--- config.mk ---
export PLATFORM = sky130hd
export DESIGN_NAME = calendar_date_subtractor_top
export DESIGN_NICKNAME = d
export VERILOG_FILES = /design/src/design/cds_pkg.sv /design/src/design/cds_ctrl.sv /design/src/design/cds_dp.sv /design/src/design/calendar_date_subtractor_top.sv
export SDC_FILE = /design/constraint.sdc
export NUM_CORES = 1
export LEC_CHECK = 0
export BUFFER_PORTS_ARGS = -buffer_cell sky130_fd_sc_hd__buf_2
export CAP_MARGIN = 10
export CORE_AREA = 2 2 155 112
export DETAILED_ROUTE_END_ITERATION = 8
export DIE_AREA = 0 0 157 114
export PLACE_DENSITY = 0.59
export SLEW_MARGIN = 40
export SYNTH_ARGS = -nofsm -noshare
export SYNTH_HDL_FRONTEND = slang
export SYNTH_HIERARCHICAL = 1
export SYNTH_SLANG_ARGS = --single-unit
--- constraint.sdc ---
create_clock -name aclk -period 7 [get_ports aclk]
set_clock_uncertainty 0.05 [all_clocks]
set_input_delay 1.75 -clock aclk [delete_from_list [all_inputs] [get_ports aclk]]
set_output_delay 1.75 -clock aclk [all_outputs]
set_load 0.05 [all_outputs]
--- src/design/cds_pkg.sv ---
package cds_pkg;

    localparam logic [1:0] ACT_DAYS   = 2'd0;
    localparam logic [1:0] ACT_MONTHS = 2'd1;
    localparam logic [1:0] ACT_YEARS  = 2'd2;

    localparam logic [3:0] MON_JAN = 4'd1;
    localparam logic [3:0] MON_FEB = 4'd2;
    localparam logic [3:0] MON_DEC = 4'd12;

    localparam logic [4:0] DAY_FEB_LEAP = 5'd29;
    localparam logic [4:0] DAY_FEB_NORM = 5'd28;

    // 25 * INV25 == 1 mod 2^16; x divisible by 25 iff x * INV25 mod 2^16 <= 65535 / 25
    localparam logic [15:0] INV25     = 16'h5C29;
    localparam logic [15:0] DIV25_LIM = 16'd2621;

    typedef struct packed {
        logic load;
        logic clamp;
        logic step;
        logic ysub;
        logic fix;
        logic emit;
    } cds_cmd_t;

    typedef struct packed {
        logic       cnt_zero;
        logic [1:0] action;
        logic       out_stall;
    } cds_status_t;

    function automatic logic [4:0] days_in(input logic [3:0] month, input logic leap);
        logic [4:0] len;
        unique case (month)
            4'd2:                   len = leap ? DAY_FEB_LEAP : DAY_FEB_NORM;
            4'd4, 4'd6, 4'd9, 4'd11: len = 5'd30;
            default:                len = 5'd31;
        endcase
        return len;
    endfunction

endpackage

--- src/design/cds_ctrl.sv ---
module cds_ctrl
    import cds_pkg::*;
(
    input  logic        aclk,
    input  logic        aresetn,
    input  logic        s_tvalid,
    output logic        s_tready,
    input  cds_status_t status,
    output cds_cmd_t    cmd
);

    localparam logic [2:0] ST_IDLE   = 3'd0;
    localparam logic [2:0] ST_SETTLE = 3'd1;
    localparam logic [2:0] ST_CLAMP  = 3'd2;
    localparam logic [2:0] ST_RUN    = 3'd3;
    localparam logic [2:0] ST_YSUB   = 3'd4;
    localparam logic [2:0] ST_YWAIT  = 3'd5;
    localparam logic [2:0] ST_FIX    = 3'd6;
    localparam logic [2:0] ST_DONE   = 3'd7;

    logic [2:0] state_reg;
    logic [2:0] state_next;

    assign s_tready = (state_reg == ST_IDLE);

    always_comb begin
        state_next = state_reg;
        cmd        = '0;
        unique case (state_reg)
            ST_IDLE: begin
                if (s_tvalid) begin
                    cmd.load   = 1'b1;
                    state_next = ST_SETTLE;
                end
            end
            ST_SETTLE: state_next = ST_CLAMP;
            ST_CLAMP: begin
                cmd.clamp = 1'b1;
                priority if (status.action == ACT_DAYS || status.action == ACT_MONTHS) begin
                    state_next = ST_RUN;
                end else if (status.action == ACT_YEARS) begin
                    state_next = ST_YSUB;
                end else begin
                    state_next = ST_DONE;
                end
            end
            ST_RUN: begin
                if (status.cnt_zero) begin
                    state_next = ST_DONE;
                end else begin
                    cmd.step = 1'b1;
                end
            end
            ST_YSUB: begin
                cmd.ysub   = 1'b1;
                state_next = ST_YWAIT;
            end
            ST_YWAIT: state_next = ST_FIX;
            ST_FIX: begin
                cmd.fix    = 1'b1;
                state_next = ST_DONE;
            end
            ST_DONE: begin
                if (!status.out_stall) begin
                    cmd.emit   = 1'b1;
                    state_next = ST_IDLE;
                end
            end
            default: state_next = ST_IDLE;
        endcase
    end

    always_ff @(posedge aclk) begin
        if (!aresetn) begin
            state_reg <= ST_IDLE;
        end else begin
            state_reg <= state_next;
        end
    end

endmodule

--- src/design/cds_dp.sv ---
module cds_dp
    import cds_pkg::*;
(
    input  logic        aclk,
    input  logic        aresetn,
    input  logic [47:0] s_tdata,
    input  cds_cmd_t    cmd,
    output cds_status_t status,
    output logic        m_tvalid,
    input  logic        m_tready,
    output logic [31:0] m_tdata
);

    logic [1:0]  action_reg;
    logic [15:0] cnt_reg;
    logic [15:0] year_reg;
    logic [3:0]  month_reg;
    logic [4:0]  day_reg;
    logic        leap_reg;
    logic [15:0] out_year_reg;
    logic [3:0]  out_month_reg;
    logic [4:0]  out_day_reg;
    logic        out_valid_reg;

    logic [1:0]  in_action;
    logic [15:0] in_amount;
    logic [15:0] in_year;
    logic [3:0]  in_month;
    logic [4:0]  in_day;
    logic [3:0]  month_sat;
    logic [4:0]  day_sat;

    logic [15:0] mag;
    logic [15:0] prod;
    logic        leap_next;

    logic [3:0]  prev_month;
    logic [15:0] prev_year;
    logic [4:0]  prev_len;
    logic [4:0]  cur_len;

    assign in_action = s_tdata[1:0];
    assign in_amount = s_tdata[17:2];
    assign in_year   = s_tdata[33:18];
    assign in_month  = s_tdata[37:34];
    assign in_day    = s_tdata[42:38];

    assign month_sat = (in_month == 4'd0) ? MON_JAN : ((in_month > MON_DEC) ? MON_DEC : in_month);
    assign day_sat   = (in_day == 5'd0) ? 5'd1 : in_day;

    // leap rule on |year|: div by 4, and not by 100 unless by 400
    assign mag       = year_reg[15] ? (16'd0 - year_reg) : year_reg;
    assign prod      = 16'(mag * INV25);
    assign leap_next = (mag[1:0] == 2'd0) && ((prod > DIV25_LIM) || (mag[3:0] == 4'd0));

    assign prev_month = (month_reg == MON_JAN) ? MON_DEC : (month_reg - 4'd1);
    assign prev_year  = (month_reg == MON_JAN) ? (year_reg - 16'd1) : year_reg;
    assign prev_len   = days_in(prev_month, leap_reg);
    assign cur_len    = days_in(month_reg, leap_reg);

    always_ff @(posedge aclk) begin
        leap_reg <= leap_next;
        if (cmd.load) begin
            action_reg <= in_action;
            cnt_reg    <= in_amount;
            year_reg   <= in_year;
            month_reg  <= month_sat;
            day_reg    <= day_sat;
        end else if (cmd.clamp) begin
            if (day_reg > cur_len) begin
                day_reg <= cur_len;
            end
        end else if (cmd.step) begin
            cnt_reg <= cnt_reg - 16'd1;
            if (action_reg == ACT_DAYS && day_reg > 5'd1) begin
                day_reg <= day_reg - 5'd1;
            end else begin
                month_reg <= prev_month;
                year_reg  <= prev_year;
                if (action_reg == ACT_DAYS || day_reg > prev_len) begin
                    day_reg <= prev_len;
                end
            end
        end else if (cmd.ysub) begin
            year_reg <= year_reg - cnt_reg;
        end else if (cmd.fix) begin
            if (month_reg == MON_FEB && day_reg == DAY_FEB_LEAP && !leap_reg) begin
                day_reg <= DAY_FEB_NORM;
            end
        end
        if (cmd.emit) begin
            out_year_reg  <= year_reg;
            out_month_reg <= month_reg;
            out_day_reg   <= day_reg;
        end
    end

    always_ff @(posedge aclk) begin
        if (!aresetn) begin
            out_valid_reg <= 1'b0;
        end else if (cmd.emit) begin
            out_valid_reg <= 1'b1;
        end else if (m_tready) begin
            out_valid_reg <= 1'b0;
        end
    end

    assign status.cnt_zero  = (cnt_reg == 16'd0);
    assign status.action    = action_reg;
    assign status.out_stall = out_valid_reg && !m_tready;

    assign m_tvalid = out_valid_reg;
    assign m_tdata  = {7'd0, out_day_reg, out_month_reg, out_year_reg};

endmodule

--- src/design/calendar_date_subtractor_top.sv ---
// Gregorian date subtractor.
// Slave stream carries one request: action, amount and a start date. Master
// stream returns the date moved back by the amount.
// Days and months are stepped back one unit per cycle by a counter loop,
// while years are subtracted from the year field directly. The leap flag is
// registered from the current year and settles in the cycle after each year
// load or subtraction.
// One request is in flight at a time; s_tready rises again at the same edge
// that moves the result into the output register, so the next request can be
// taken while that result still waits.
// If m_tready stays low the result holds in the output register and the
// following request completes its loop, then waits until the slot frees.
// Reset (aresetn low, synchronous) drops m_tvalid and returns to idle.
module calendar_date_subtractor_top
    import cds_pkg::*;
(
    input  logic        aclk,
    input  logic        aresetn,
    input  logic        s_tvalid,
    output logic        s_tready,
    input  logic [47:0] s_tdata,  // action[1:0], amount[17:2], in_year[33:18],
                                  // in_month[37:34], in_day[42:38]
    output logic        m_tvalid,
    input  logic        m_tready,
    output logic [31:0] m_tdata   // out_year[15:0], out_month[19:16], out_day[24:20]
);

    cds_cmd_t    cmd;
    cds_status_t status;

    cds_ctrl u_ctrl (
        .aclk     (aclk),
        .aresetn  (aresetn),
        .s_tvalid (s_tvalid),
        .s_tready (s_tready),
        .status   (status),
        .cmd      (cmd)
    );

    cds_dp u_dp (
        .aclk     (aclk),
        .aresetn  (aresetn),
        .s_tdata  (s_tdata),
        .cmd      (cmd),
        .status   (status),
        .m_tvalid (m_tvalid),
        .m_tready (m_tready),
        .m_tdata  (m_tdata)
    );

endmodule

==> results.cfg <==
[routing]
drc = 0
vias = 4750
vias_per_cell = 5.03
wirelength_um = 13900
avgRoutedWirePerCell_um = 14.7
antenna_left = 0
first_pass_iters = 5
initialDrtViolationCount = 238

[clock_tree]
clock-sinks = 73
ctsResizeCount = 0
ctsHoldBuffers = 0
worst_skew_pair.late_latency_ps = 330
cts_buffer_depth = 2
cts_setup_buffers = 0
tritoncts = built
cts_root_buf = clkbuf_16
numCtsBuffers = 9
clkSlewWorstSetupHoldPaths_ps = 60
cts.htree.levels = 3

[floorplan]
core_area_um2 = 16600
dieArea_um2 = 17900
die_h_um = 114
pin_count = 86
rows = 40
start_util_pct = 38.8
die_w_um = 157

[logic_synthesis]
async_flop_share_pct = 0
syn_area_per_cell_um2 = 10.0
syn-cell-area_um2 = 6420
synth_warnings = 6
synth.distinct_cells = 65
ys_seq_elements = 73
yosysSeqAreaShare_pct = 33.4
synth_flop_cell = edfxtp_1
synth-edff-count = 68
synthCells = 639

[finish]
multi_input_area_um2 = 3930
mostFrequentLayoutCell = ha_1
final_nets = 870
layout-drive-gt1-share_pct = 16.4
seq_area_um2 = 2140
diodes = 0
mostFrequentLayoutCells = ha_1, buf_2, edfxtp_1
fillCellCount = 1584
area_delta_synth_final_pct = 13.8

[global_routing]
grt_antenna_before_repair = 0
grt_pass1_vias = 4619
grt_pass1_wl_um = 22800
grt_remaining_overflow = 0
grt_max_degree = 67
grt_usage_pct = 16.3

[worst_setup_path]
critical_path.max_stage_delay_ps = 550
crit_fanout = 7
path_buf_inv = 3
cp_cell_sequence = or4_4, or3_4, o31a_2, xnor2_1, inv_1, ha_1, inv_1, fa_1, inv_1, ha_1, fa_1, fa_1, ha_1, xor2_1, xnor2_1, xnor2_1, xnor2_1, xnor3_1, xor2_1, xnor3_1, o31a_2
crit_arrival_ps = 6570
required_ps = 7160
cp_top_family = adder cells
critPathLaunchType = flop
critPathCaptureType = flop
crit_top_cell = xnor2_1
crit_type = reg2reg
cpMaxStageDelayCell = or4_4

[placement]
hpwl_um = 11200
io_buffer_count = 73
gp_congestion = 0.906

[run]
cap_violations = 0

[sta]
rsz0062_at_grt = false
min_period_ps = 6410
tightest_slew_ps = 814
max_freq_ghz = 0.156
tns_ps = 0
slew_viol_final = 0
hold_viol = 0
slew_headroom_pct = 45.7
finalSetupViolCount = 0
finalCritPeriodShare_pct = 91.5

[hold_path]
hold_path.class = reg2reg

[outcome]
run_status = finished, final reports clean
-- metrics by stage --
stage	cell area, µm²	setup WS, ps	instances	hold WS [ps]	util [%]
2_1_floorplan	6440	1070	645	374	-
3_3_place_gp	6980	693	929	460	42.1
3_5_place_dp	6990	591	929	472	42.2
4_1_cts	7310	553	945	486	44.1
5_1_grt	7310	274	945	521	44.1
6_report	7310	593	945	486	44.1
-- worst paths after layout --
path,from,endpoint,slack [ps],cells after the start
setup / recovery,u_dp/year_reg[5],u_dp/leap_reg,590,21
hold / removal,u_dp/day_reg[0],u_dp/out_day_reg[0],490,0
setup reg to reg,u_dp/year_reg[5],u_dp/leap_reg,590,21
hold reg to reg,u_dp/day_reg[0],u_dp/out_day_reg[0],490,0
-- cells by family after synthesis --
group / after synthesis / share of synthesized area [%]
buf+inv: 84 / 5.98
simple gates: 178 / 14.5
other cells: 1 / 0.0584
mux: 9 / 1.46
fa+ha+maj: 109 / 23.5
xor+xnor: 54 / 7.79
compound gates: 131 / 13.4
flops: 73 / 33.4
-- synthesized netlist by cell type (3+ instances only) --
master | count | share of area, %
nand2_1 | 51 | 3.0
a21o_1 | 9 | 1.1
edfxtp_1 | 68 | 32
mux2_2 | 3 | 0.53
ha_1 | 90 | 18
fa_1 | 19 | 5.9
nor2b_1 | 15 | 1.5
nor4_1 | 4 | 0.39
buf_4 | 8 | 0.94
a31oi_1 | 3 | 0.29
a21boi_0 | 3 | 0.35
o21a_1 | 12 | 1.4
o31ai_1 | 13 | 1.5
a211oi_1 | 5 | 0.58
dfxtp_1 | 5 | 1.6
clkbuf_1 | 11 | 0.64
nor3b_1 | 4 | 0.47
o41ai_1 | 4 | 0.55
mux2i_1 | 6 | 0.94
a21oi_1 | 19 | 1.5
xor2_1 | 14 | 1.9
nand2b_1 | 25 | 2.4
nand3_1 | 7 | 0.55
or3_1 | 5 | 0.49
nor3_1 | 14 | 1.1
o21ai_0 | 45 | 3.5
xnor2_1 | 38 | 5.2
nor2_1 | 34 | 2.0
inv_1 | 59 | 3.4
-- metal layers --
metal,GRT usage (%),routed length [µm]
met4,5.14,197
met1,24.0,7170
met3,3.38,644
met5,0,0
met2,23.8,5900
-- final cells by class --
cell class / count / share of cell area (%)
flip-flops and latches: 73 / 29.3
repair buffers: 78 / 5.51
inverters: 59 / 3.03
well taps: 231 / 3.95
multi-input cells: 488 / 53.8
clock buffers: 10 / 3.13
clock inverters: 6 / 1.27
Power is not shown: default switching activity piles up to over one toggle a cycle in this logic, so the estimate is an artifact.
